===== src/rtl/random_permutation_generator_unit_macros.svh =====
// ----------------------------------------------------------------------------
// Assertion macros for the random permutation generator
// Clocked on clk_i, disabled while rst_ni is low.
// ----------------------------------------------------------------------------
`ifndef RANDOM_PERMUTATION_GENERATOR_UNIT_MACROS_SVH
`define RANDOM_PERMUTATION_GENERATOR_UNIT_MACROS_SVH

// property must hold at every clock edge out of reset
`define RPG_ASSERT(lbl, prop, msg) \
  lbl: assert property (@(posedge clk_i) disable iff (!rst_ni) (prop)) else $error(msg);

// condition must never be seen out of reset
`define RPG_ASSERT_NEVER(lbl, cond, msg) \
  lbl: assert property (@(posedge clk_i) disable iff (!rst_ni) !(cond)) else $error(msg);

`endif


===== src/rtl/rpg_pkg.sv =====
`timescale 1ns / 1ps
// ----------------------------------------------------------------------------
// rpg_pkg
// Shared types and constants of the random permutation generator.
// ----------------------------------------------------------------------------
package rpg_pkg;

  localparam int unsigned MaxLen   = 64;
  localparam int unsigned LenW     = 7;
  localparam int unsigned IdxW     = 6;
  localparam int unsigned WordW    = 64;
  localparam int unsigned CfgIdxW  = 4;

  localparam logic [CfgIdxW-1:0] RegSeedLow  = CfgIdxW'(0);
  localparam logic [CfgIdxW-1:0] RegSeedHigh = CfgIdxW'(1);

  localparam logic [WordW-1:0] SeedLowRst  = WordW'(1);
  localparam logic [WordW-1:0] SeedHighRst = WordW'(0);

  // xoroshiro128+ constants
  localparam int unsigned RotA   = 24;
  localparam int unsigned RotB   = 37;
  localparam int unsigned ShiftA = 16;

  // remainder unit: bits folded in per cycle
  localparam int unsigned ModBitsPerCyc = 8;
  localparam int unsigned ModCycles     = WordW / ModBitsPerCyc;

  typedef struct packed {
    logic busy;
    logic done;
  } mod_status_t;

  typedef logic [MaxLen-1:0][IdxW-1:0] mod_table_t;

  // entry i holds (2^64-1) mod (i+1); evaluated at elaboration only
  function automatic mod_table_t build_all_ones_mod();
    mod_table_t tab;
    int unsigned rem;
    int unsigned b;
    for (int i = 0; i < MaxLen; i++) begin
      b   = i + 1;
      rem = 0;
      for (int k = 0; k < WordW; k++) begin
        rem = rem * 2 + 1;
        if (rem >= b) begin
          rem = rem - b;
        end
      end
      tab[i] = IdxW'(rem);
    end
    return tab;
  endfunction

  localparam mod_table_t AllOnesMod = build_all_ones_mod();

endpackage


===== src/rtl/rpg_ram.sv =====
`timescale 1ns / 1ps
// ----------------------------------------------------------------------------
// rpg_ram
// Generic single-write, single-read RAM with registered read data.
// ----------------------------------------------------------------------------
module rpg_ram #(
  parameter int unsigned Width = 8,
  parameter int unsigned Depth = 64
) (
  input  logic                     clk_i,
  input  logic                     we_i,
  input  logic [$clog2(Depth)-1:0] waddr_i,
  input  logic [Width-1:0]         wdata_i,
  input  logic                     re_i,
  input  logic [$clog2(Depth)-1:0] raddr_i,
  output logic [Width-1:0]         rdata_o
);

  logic [Width-1:0] mem_q [Depth];
  logic [Width-1:0] rdata_q;

  always_ff @(posedge clk_i) begin
    if (we_i) begin
      mem_q[waddr_i] <= wdata_i;
    end
    if (re_i) begin
      rdata_q <= mem_q[raddr_i];
    end
  end

  assign rdata_o = rdata_q;

endmodule


===== src/rtl/rpg_rng.sv =====
`timescale 1ns / 1ps
// ----------------------------------------------------------------------------
// rpg_rng
// xoroshiro128+ generator; each advance registers one 64-bit draw.
// ----------------------------------------------------------------------------
module rpg_rng import rpg_pkg::*; (
  input  logic               clk_i,
  input  logic               rst_ni,
  input  logic               cfg_we_i,
  input  logic [CfgIdxW-1:0] cfg_index_i,
  input  logic [WordW-1:0]   cfg_data_i,
  input  logic               advance_i,
  output logic [WordW-1:0]   draw_o
);

  logic [WordW-1:0] word_a_q, word_a_d;
  logic [WordW-1:0] word_b_q, word_b_d;
  logic [WordW-1:0] draw_q;
  logic [WordW-1:0] mix;

  assign mix = word_a_q ^ word_b_q;

  always_comb begin
    word_a_d = word_a_q;
    word_b_d = word_b_q;
    if (cfg_we_i) begin
      if (cfg_index_i == RegSeedLow) begin
        word_a_d = cfg_data_i;
      end
      if (cfg_index_i == RegSeedHigh) begin
        word_b_d = cfg_data_i;
      end
    end else if (advance_i) begin
      word_a_d = {word_a_q[WordW-1-RotA:0], word_a_q[WordW-1:WordW-RotA]}
               ^ mix ^ (mix << ShiftA);
      word_b_d = {mix[WordW-1-RotB:0], mix[WordW-1:WordW-RotB]};
    end
  end

  always_ff @(posedge clk_i or negedge rst_ni) begin
    if (!rst_ni) begin
      word_a_q <= SeedLowRst;
      word_b_q <= SeedHighRst;
    end else begin
      word_a_q <= word_a_d;
      word_b_q <= word_b_d;
    end
  end

  always_ff @(posedge clk_i) begin
    if (advance_i && !cfg_we_i) begin
      draw_q <= word_a_q + word_b_q;
    end
  end

  assign draw_o = draw_q;

endmodule


===== src/rtl/rpg_mod.sv =====
`timescale 1ns / 1ps
// ----------------------------------------------------------------------------
// rpg_mod
// Multi-cycle remainder of a 64-bit word by a divisor of 1..64,
// restoring style, eight dividend bits per cycle.
// ----------------------------------------------------------------------------
module rpg_mod import rpg_pkg::*; (
  input  logic             clk_i,
  input  logic             rst_ni,
  input  logic             start_i,
  input  logic [WordW-1:0] dividend_i,
  input  logic [LenW-1:0]  divisor_i,
  output mod_status_t      status_o,
  output logic [IdxW-1:0]  rem_o
);

  logic [WordW-1:0] shift_q;
  logic [IdxW-1:0]  rem_q, rem_d;
  logic [LenW-1:0]  div_q;
  logic [$clog2(ModCycles)-1:0] cnt_q;
  logic             busy_q, done_q;

  // remainder stays below the divisor, so the shifted value fits LenW bits
  always_comb begin
    logic [LenW-1:0] t;
    rem_d = rem_q;
    for (int k = 0; k < ModBitsPerCyc; k++) begin
      t = {rem_d, shift_q[WordW-1-k]};
      if (t >= div_q) begin
        t = t - div_q;
      end
      rem_d = t[IdxW-1:0];
    end
  end

  always_ff @(posedge clk_i or negedge rst_ni) begin
    if (!rst_ni) begin
      busy_q <= 1'b0;
      done_q <= 1'b0;
      cnt_q  <= '0;
    end else if (start_i) begin
      busy_q <= 1'b1;
      done_q <= 1'b0;
      cnt_q  <= '0;
    end else if (busy_q) begin
      cnt_q  <= cnt_q + 1'b1;
      if (cnt_q == ($clog2(ModCycles))'(ModCycles - 1)) begin
        busy_q <= 1'b0;
        done_q <= 1'b1;
      end
    end else begin
      done_q <= 1'b0;
    end
  end

  always_ff @(posedge clk_i) begin
    if (start_i) begin
      shift_q <= dividend_i;
      rem_q   <= '0;
      div_q   <= divisor_i;
    end else if (busy_q) begin
      shift_q <= shift_q << ModBitsPerCyc;
      rem_q   <= rem_d;
    end
  end

  assign status_o.busy = busy_q;
  assign status_o.done = done_q;
  assign rem_o         = rem_q;

endmodule


===== src/rtl/random_permutation_generator_unit.sv =====
`timescale 1ns / 1ps
// ----------------------------------------------------------------------------
// random_permutation_generator_unit
// Inside-out Fisher-Yates shuffle driven by a xoroshiro128+ generator.
// ----------------------------------------------------------------------------
// Usage:
//   A request on the input channel (in_valid_i / in_stall_o) carries
//   perm_length_i. The block answers with a random permutation of
//   0..n-1 on the output channel (out_valid_o / out_stall_i), one index
//   per beat, is_last_o high on the final one. Lengths above 64 are
//   clamped to 64; a zero length is taken and produces nothing.
//   One request is in flight at a time; in_stall_o is high until the
//   last index has been taken.
//   Each shuffle step runs a draw check (a rejected draw is replaced by a
//   fresh one), the remainder unit and a read-modify-write on the
//   permutation RAM. Readout first reads the RAM, then gives one index
//   per cycle while not stalled.
//   Stalling the output holds the current index; nothing is lost.
//   Reset loads the generator with words 1 and 0; writes to the seed
//   registers (cfg_valid_i / cfg_ready_o) reload it, only while idle.
//   A pending seed write holds off a new request until it is taken.
//   The generator state carries over from one request to the next.
// ----------------------------------------------------------------------------
module random_permutation_generator_unit import rpg_pkg::*; (
  input  logic               clk_i,
  input  logic               rst_ni,
  input  logic               in_valid_i,
  output logic               in_stall_o,
  input  logic [LenW-1:0]    perm_length_i,
  output logic               out_valid_o,
  input  logic               out_stall_i,
  output logic [IdxW-1:0]    perm_index_o,
  output logic               is_last_o,
  input  logic               cfg_valid_i,
  output logic               cfg_ready_o,
  input  logic [CfgIdxW-1:0] cfg_index_i,
  input  logic [WordW-1:0]   cfg_data_i
);

  `include "random_permutation_generator_unit_macros.svh"

  localparam logic [2:0] StIdle    = 3'd0;
  localparam logic [2:0] StCheck   = 3'd1;
  localparam logic [2:0] StMod     = 3'd2;
  localparam logic [2:0] StMove    = 3'd3;
  localparam logic [2:0] StPlace   = 3'd4;
  localparam logic [2:0] StOutRd   = 3'd5;
  localparam logic [2:0] StOutWait = 3'd6;

  logic [2:0]      state_q, state_d;
  logic [IdxW-1:0] idx_q, idx_d;
  logic [IdxW-1:0] last_q, last_d;

  logic             advance;
  logic [WordW-1:0] draw;
  logic [WordW-1:0] limit;
  logic             mod_start;
  mod_status_t      mod_st;
  logic [IdxW-1:0]  rem;

  logic            ram_we, ram_re;
  logic [IdxW-1:0] ram_waddr, ram_raddr;
  logic [IdxW-1:0] ram_wdata, ram_rdata;

  logic in_acc, out_acc, cfg_we;
  logic req_go;

  assign in_acc  = in_valid_i && !in_stall_o;
  assign out_acc = out_valid_o && !out_stall_i;
  assign cfg_we  = cfg_valid_i && cfg_ready_o;
  assign req_go  = in_acc && (perm_length_i != '0);

  // draws at or above this bound would bias the remainder
  assign limit = {{(WordW-IdxW){1'b1}}, ~AllOnesMod[idx_q]};

  rpg_rng u_rng (
    .clk_i,
    .rst_ni,
    .cfg_we_i    (cfg_we),
    .cfg_index_i (cfg_index_i),
    .cfg_data_i  (cfg_data_i),
    .advance_i   (advance),
    .draw_o      (draw)
  );

  rpg_mod u_mod (
    .clk_i,
    .rst_ni,
    .start_i    (mod_start),
    .dividend_i (draw),
    .divisor_i  ({1'b0, idx_q} + LenW'(1)),
    .status_o   (mod_st),
    .rem_o      (rem)
  );

  rpg_ram #(
    .Width (IdxW),
    .Depth (MaxLen)
  ) u_perm_ram (
    .clk_i,
    .we_i    (ram_we),
    .waddr_i (ram_waddr),
    .wdata_i (ram_wdata),
    .re_i    (ram_re),
    .raddr_i (ram_raddr),
    .rdata_o (ram_rdata)
  );

  always_comb begin
    state_d   = state_q;
    idx_d     = idx_q;
    last_d    = last_q;
    advance   = 1'b0;
    mod_start = 1'b0;
    ram_we    = 1'b0;
    ram_waddr = idx_q;
    ram_wdata = ram_rdata;
    ram_re    = 1'b0;
    ram_raddr = idx_q;
    case (state_q)
      StIdle: begin
        if (req_go) begin
          last_d  = (perm_length_i > LenW'(MaxLen)) ? IdxW'(MaxLen - 1)
                                                    : IdxW'(perm_length_i - 1'b1);
          idx_d   = '0;
          advance = 1'b1;
          state_d = StCheck;
        end
      end
      StCheck: begin
        if (draw >= limit) begin
          advance = 1'b1;
        end else begin
          mod_start = 1'b1;
          state_d   = StMod;
        end
      end
      StMod: begin
        if (mod_st.done) begin
          ram_re    = 1'b1;
          ram_raddr = rem;
          state_d   = StMove;
        end
      end
      StMove: begin
        ram_we    = (rem != idx_q);
        ram_waddr = idx_q;
        ram_wdata = ram_rdata;
        state_d   = StPlace;
      end
      StPlace: begin
        ram_we    = 1'b1;
        ram_waddr = rem;
        ram_wdata = idx_q;
        if (idx_q == last_q) begin
          idx_d   = '0;
          state_d = StOutRd;
        end else begin
          idx_d   = idx_q + 1'b1;
          advance = 1'b1;
          state_d = StCheck;
        end
      end
      StOutRd: begin
        ram_re    = 1'b1;
        ram_raddr = idx_q;
        state_d   = StOutWait;
      end
      StOutWait: begin
        if (out_acc) begin
          if (idx_q == last_q) begin
            state_d = StIdle;
          end else begin
            // fetch the next index on the same edge the current one leaves
            ram_re    = 1'b1;
            ram_raddr = idx_q + 1'b1;
            idx_d     = idx_q + 1'b1;
          end
        end
      end
      default: begin
        state_d = StIdle;
      end
    endcase
  end

  always_ff @(posedge clk_i or negedge rst_ni) begin
    if (!rst_ni) begin
      state_q <= StIdle;
      idx_q   <= '0;
      last_q  <= '0;
    end else begin
      state_q <= state_d;
      idx_q   <= idx_d;
      last_q  <= last_d;
    end
  end

  // a seed write goes first; the request is held off while cfg_valid_i is high
  assign in_stall_o   = (state_q != StIdle) || cfg_valid_i;
  assign out_valid_o  = (state_q == StOutWait);
  assign perm_index_o = ram_rdata;
  assign is_last_o    = (idx_q == last_q);
  assign cfg_ready_o  = (state_q == StIdle);

  `RPG_ASSERT(a_idx_in_range, (state_q != StIdle) |-> (idx_q <= last_q), "index past length")
  `RPG_ASSERT(a_rem_below_bound, mod_st.done |-> (rem <= idx_q), "remainder not below bound")
  `RPG_ASSERT(a_request_starts, req_go |=> (state_q == StCheck), "request not started")
  `RPG_ASSERT_NEVER(a_mod_idle_on_start, mod_start && mod_st.busy, "remainder unit restarted")

endmodule


===== config.mk =====
export PLATFORM = sky130hd
export DESIGN_NAME = random_permutation_generator_unit
export DESIGN_NICKNAME = d
export VERILOG_FILES = /design/src/rtl/rpg_pkg.sv /design/src/rtl/rpg_ram.sv /design/src/rtl/rpg_rng.sv /design/src/rtl/rpg_mod.sv /design/src/rtl/random_permutation_generator_unit.sv
export VERILOG_INCLUDE_DIRS = /design/src /design/src/rtl
export SDC_FILE = /design/constraint.sdc
export NUM_CORES = 1
export LEC_CHECK = 0
export BUFFER_PORTS_ARGS = -buffer_cell sky130_fd_sc_hd__buf_2
export CORE_ASPECT_RATIO = 1.75
export CORE_MARGIN = 4
export CORE_UTILIZATION = 50
export CTS_BUF_LIST = sky130_fd_sc_hd__clkbuf_4 sky130_fd_sc_hd__clkbuf_8 sky130_fd_sc_hd__clkbuf_16
export DETAILED_ROUTE_END_ITERATION = 10
export PLACE_DENSITY_LB_ADDON = 0.2
export SKIP_CTS_REPAIR_TIMING = 1
export SYNTH_ARGS = -nofsm -noshare
export SYNTH_HDL_FRONTEND = slang
export SYNTH_SLANG_ARGS = --single-unit

===== constraint.sdc =====
create_clock -name clk_i -period 16.2 [get_ports clk_i]
set_input_delay 0 -clock clk_i [delete_from_list [all_inputs] [get_ports clk_i]]
set_output_delay 0 -clock clk_i [all_outputs]
set_load 0.005 [all_outputs]

==> impl_metrics.json, run 1 <==
{
  "drtIter0Drc": 2397,
  "final_common_cell": "nand2_1",
  "grt_pass1_wl_um": 172000,
  "synth_fa_ha_area_share_pct": 5.26,
  "avgSynthCellArea_um2": 10.6,
  "synth-simple-area-share_pct": 13.5,
  "gp_congestion": 1.04,
  "synth_top_family_by_area": "compound AO/OA/AOI/OAI gates",
  "clk_latency_ns": 0.63,
  "max_freq_mhz": 67.0,
  "cap_viol_max_count": 0,
  "synth_nets": 3680,
  "drive_gt1_share_pct": 9.68,
  "drtPass1Iterations": 6,
  "ys_types": 88,
  "holdWs_ns": -0.0645,
  "synth_edf_count": 525,
  "cp.arrival_ns": 15.41,
  "rsz0062_at_grt": "no",
  "seq_area_frac_synth_pct": 53.7,
  "critPathKind": "flop to flop",
  "cts-root-buf": "clkbuf_16",
  "critical_path.max_fanout": 11,
  "cts_made_buffers": 66,
  "area_growth_pct": 10.7,
  "place_area_um2": 37600,
  "via_count": 27697,
  "grt_max_degree": 96,
  "clk_pin_slew_ns": 0.06,
  "finClkSkew_ns": 0.0313,
  "vias_per_cell": 6.18,
  "timing.final.crit_share_pct": 92.1,
  "ios": 90,
  "final.setup.tns_ns": 0,
  "syn_area_um2": 36500,
  "grt_usage_pct": 29.6,
  "fp.dieArea_um2": 77600,
  "endpoint_kind": "flop",
  "coreArea_um2": 72100,
  "antenna_found_initial": 1,
  "synthMuxAreaShare_pct": 2.85,
  "synth_ff_type": "edfxtp_1",
  "cpPeakStageDelay_ns": 0.55,
  "violations": "negative hold slack",
  "nNetsFinal": 3733,
  "synth_cells": 3452,
  "design_area_um2": 40400,
  "final_cell_mix": "601 x nand2_1, 525 x edfxtp_1, 215 x a21oi_1",
  "port_buffers": 89,
  "finalCriticalPeriod_ns": 14.92,
  "wl_per_cell_um": 26.2,
  "slowest_stage": "edfxtp_1",
  "gr-total-overflow": 0,
  "maxSlewHeadroom_pct": 21.4,
  "wirelength_um": 118000,
  "ant_nets": 0,
  "hold_path.class": "input port to flop",
  "outcome": "finished, violations left",
  "grt_pass1_vias": 27870,
  "required_ns": 16.69,
  "fp.dieW_um": 212,
  "async_flop_share_pct": 21.8,
  "start_util_pct": 50.7,
  "htreeDepth": 3,
  "ys_ff_latch": 679,
  "hold_violations": 5,
  "ys_warn_count": 0,
  "start_kind": "flop",
  "drc": 0,
  "hpwl_um": 85200,
  "cts_tree": "done",
  "synth_compound_area_share_pct": 16.1,
  "synth-xor-area-share_pct": 5.35,
  "rows": 130,
  "finalSetupViolCount": 0,
  "die_y_um": 365,
  "slew_viol_final": 0,
  "cts.sinks": 679,
  "ctsLongestPathBuffers": 3,
  "cp_common_cell": "a21o_1",
  "worst_slew_pin_slew_ns": 1.17
}
-- Yosys cell counts, types with 14 or more instances --
library cell	count	area, um^2
a311oi_1	38	333
nand4_1	33	206
mux2_2	71	800
a21oi_1	215	1080
xor2_1	98	858
nor3_1	31	155
edfxtp_1	525	15800
o31ai_1	16	120
a21o_1	108	811
ha_1	139	1740
a211oi_1	107	803
buf_1	14	52.6
nor2b_1	19	119
and3_1	34	213
nand2_1	604	2270
nor2_1	162	608
dfrtp_1	147	3680
o22ai_1	15	93.8
inv_1	80	300
and2_1	110	688
buf_2	45	225
nand2b_1	31	194
a31oi_1	84	526
xnor2_1	123	1080
o21ai_0	186	931
clkbuf_1	156	586
mux2i_1	24	240
nand3_1	43	215
-- stage by stage --
step                      instances  setup WS [ns]  hold WS [ns]  util (%)
final                          4480           1.28       -0.0645      56.1
after detailed placement       4285           1.19         0.107      52.2
after CTS                      4402           1.17        -0.552      55.0
after floorplan                3452           2.57        -0.296         -
after global placement         4285           1.64         0.100      52.2
after global routing           4478         0.0973     -0.000725      56.1
-- registers in the layout, indices dropped and copies added, names as in the netlist --
register / cells
idx_q: 6
last_q: 6
state_q: 3
u_mod.busy_q: 1
u_mod.cnt_q: 3
u_mod.div_q: 7
u_mod.done_q: 1
u_mod.rem_o: 6
u_mod.shift_q: 64
u_perm_ram.mem_q: 384
u_perm_ram.rdata_o: 6
u_rng.draw_o: 64
u_rng.word_a_q: 64
u_rng.word_b_q: 64
-- worst paths after layout --
path | start | endpoint | slack (ns) | depth (start not counted)
worst max-delay path | u_mod.div_q[0] | u_mod.rem_o[1] | 1.28 | 66
worst min-delay path | perm_length_i[2] | last_q[2] | -0.06 | 4
worst max register to register | u_mod.div_q[0] | u_mod.rem_o[1] | 1.28 | 66
worst min register to register | u_rng.word_b_q[44] | u_rng.word_b_q[44] | 0.49 | 1
max in group asynchronous | rst_ni | u_rng.word_b_q[58] | 14.65 | 3
min in group asynchronous | rst_ni | u_rng.word_a_q[5] | 0 | 2
-- cell families after synthesis --
kind of cell    count (synthesis)
simple gates                 1102
flops                         679
buf+inv                       304
xor+xnor                      222
fa+ha+maj                     148
mux                            95
compound gates                902
-- worst max-delay path: cells and delay by family (launching register included) --
family / cells / cell delay [ns]
and+or+nand+nor: 10 / 1.49
adders and majority gates: 8 / 2.48
muxes: 7 / 2.19
DFF: 1 / 0.55
AOI/OAI and AO/OA: 36 / 7.35
buffers and inverters: 5 / 0.75
-- metal layers --
layer | vias to the layer above | GRT usage, % | routed length, um
met5 | - | 0 | 0
met3 | 405 | 4.11 | 6160
li1 | 12626 | - | -
met1 | 13492 | 29.6 | 38000
met4 | 0 | 23.0 | 11200
met2 | 1174 | 54.5 | 62100
-- final cells by class --
| cell class | instances | area (um^2) |
|---|---|---|
| Multi-Input combinational cell | 2469 | 15800 |
| Tap cell | 924 | 1160 |
| Sequential cell | 679 | 19600 |
| Clock buffer | 86 | 1830 |
| Inverter | 86 | 323 |
| Clock inverter | 31 | 243 |
| Antenna cell | 2 | 5.00 |
| Timing Repair Buffer | 203 | 1490 |
| Fill cell | 6199 | 31600 |
Power of run 1 is left out: the tool's default activity adds up to more than one toggle a clock period on the data nets, which glitch-free logic cannot reach.
==> run 2: changes to the inputs <==
Settings changed: CTS_BUF_LIST sky130_fd_sc_hd__clkbuf_4 sky130_fd_sc_hd__clkbuf_8 sky130_fd_sc_hd__clkbuf_16 to not set, SLEW_MARGIN set to 25.
==> impl_metrics.json, run 2 (synthesis gave the netlist of run 1 again) <==
{
  "outcome": "finished, violations left",
  "violations": "negative hold slack",
  "final.setup.tns_ns": 0,
  "crit_buf_inv": 5,
  "cp.arrival_ns": 15.44,
  "gp_congestion": 1.04,
  "finClkSkew_ns": 0.0262,
  "cts_made_buffers": 66,
  "largest-register": "u_perm_ram.mem_q",
  "slowest_stage": "edfxtp_1",
  "wl_per_cell_um": 26.1,
  "grt_pass1_vias": 27750,
  "cts-root-buf": "clkbuf_16",
  "fin_util_pct": 56.3,
  "drive_gt1_share_pct": 9.12,
  "cts_tree": "done",
  "critPathKind": "flop to flop",
  "wirelength_um": 117000,
  "cpPeakStageDelay_ns": 0.55,
  "critical_path.max_fanout": 11,
  "endpoint_kind": "flop",
  "grt_max_degree": 96,
  "drtIter0Drc": 2416,
  "slew_viol_final": 0,
  "max_freq_mhz": 66.9,
  "vias_per_cell": 6.18,
  "start_util_pct": 50.7,
  "rsz0062_at_grt": "no",
  "cts.sinks": 679,
  "grt_usage_pct": 29.5,
  "grt_pass1_wl_um": 171000,
  "worst_slew_pin_slew_ns": 1.28,
  "cp_common_cell": "a21o_1",
  "drtPass1Iterations": 8,
  "required_ns": 16.69,
  "fp.dieArea_um2": 77600,
  "finalSetupViolCount": 0,
  "timing.final.crit_share_pct": 92.2,
  "clk_latency_ns": 0.63,
  "largest_reg_flops": 384,
  "final_common_cell": "nand2_1",
  "fp.dieW_um": 212,
  "r2r_slack_ns": 1.26,
  "nNetsFinal": 3740,
  "ctsLongestPathBuffers": 3,
  "ios": 90,
  "ant_nets": 0,
  "rows": 130,
  "port_buffers": 89,
  "holdWs_ns": -0.0667,
  "clk_pin_slew_ns": 0.06,
  "hold_violations": 6,
  "fillers": 6212,
  "antenna_found_initial": 4,
  "start_kind": "flop",
  "area_growth_pct": 11.1,
  "final_cell_mix": "601 x nand2_1, 525 x edfxtp_1, 215 x a21oi_1",
  "gr-total-overflow": 0,
  "via_count": 27768,
  "cap_viol_max_count": 0,
  "hpwl_um": 85200,
  "drc": 0,
  "maxSlewHeadroom_pct": 14.1,
  "finalCriticalPeriod_ns": 14.94,
  "crit_family": "compound AO/OA/AOI/OAI gates",
  "die_y_um": 365,
  "hold_path.class": "input port to flop",
  "coreArea_um2": 72100,
  "htreeDepth": 3
}
[run 2: layout make-up]
| class | count | area, um^2 | share of cell area (%) |
|---|---|---|---|
| diodes | 3 | 7.51 | 0.0185 |
| flip-flops and latches | 679 | 19600 | 48.3 |
| clock buffers | 96 | 1860 | 4.58 |
| repair buffers | 210 | 1560 | 3.85 |
| multi-input cells | 2469 | 15800 | 39.0 |
| well taps | 924 | 1160 | 2.85 |
| clock inverters | 23 | 244 | 0.602 |
| inverters | 86 | 323 | 0.796 |
[run 2: worst paths after layout]
kind | start | to | cells after the start
min reg2reg | u_rng.word_b_q[44] | u_rng.word_b_q[44] | 1
min | perm_length_i[2] | last_q[2] | 4
max | u_mod.div_q[0] | u_mod.rem_o[1] | 64
max in group asynchronous | rst_ni | u_rng.word_b_q[58] | 3
min in group asynchronous | rst_ni | u_rng.word_a_q[5] | 2
max reg2reg | u_mod.div_q[0] | u_mod.rem_o[1] | 64
[run 2: routing by layer]
metal  wire, um  track usage [%]  share of wire (%)  vias to the layer above
li1           -                -                  -                    12657
met1      38200             29.5                 33                    13493
met2      60900             53.7                 52                     1200
met3       6010             4.27                5.1                      418
met4      12000             23.9                 10                        0
met5          0                0                  0                        -
[run 2: tightest hold or removal path: stages]
cell	delay, ns
buf_2	0.11
xor2_1	0.13
nor2_1	0.10
o21ai_0	0.17
[run 2: through the flow]
| stage | area [um^2] | setup slack (ns) | std cells | hold slack, ns |
|---|---|---|---|---|
| floorplan | 36500 | 2.57 | 3452 | -0.296 |
| global placement | 37600 | 1.64 | 4285 | 0.100 |
| detailed placement | 37600 | 1.19 | 4285 | 0.108 |
| CTS | 39700 | 1.13 | 4404 | -0.556 |
| global route | 40500 | 0.0852 | 4488 | 0.0173 |
| finish | 40500 | 1.26 | 4490 | -0.0667 |
Power of run 2 is left out for the same reason.
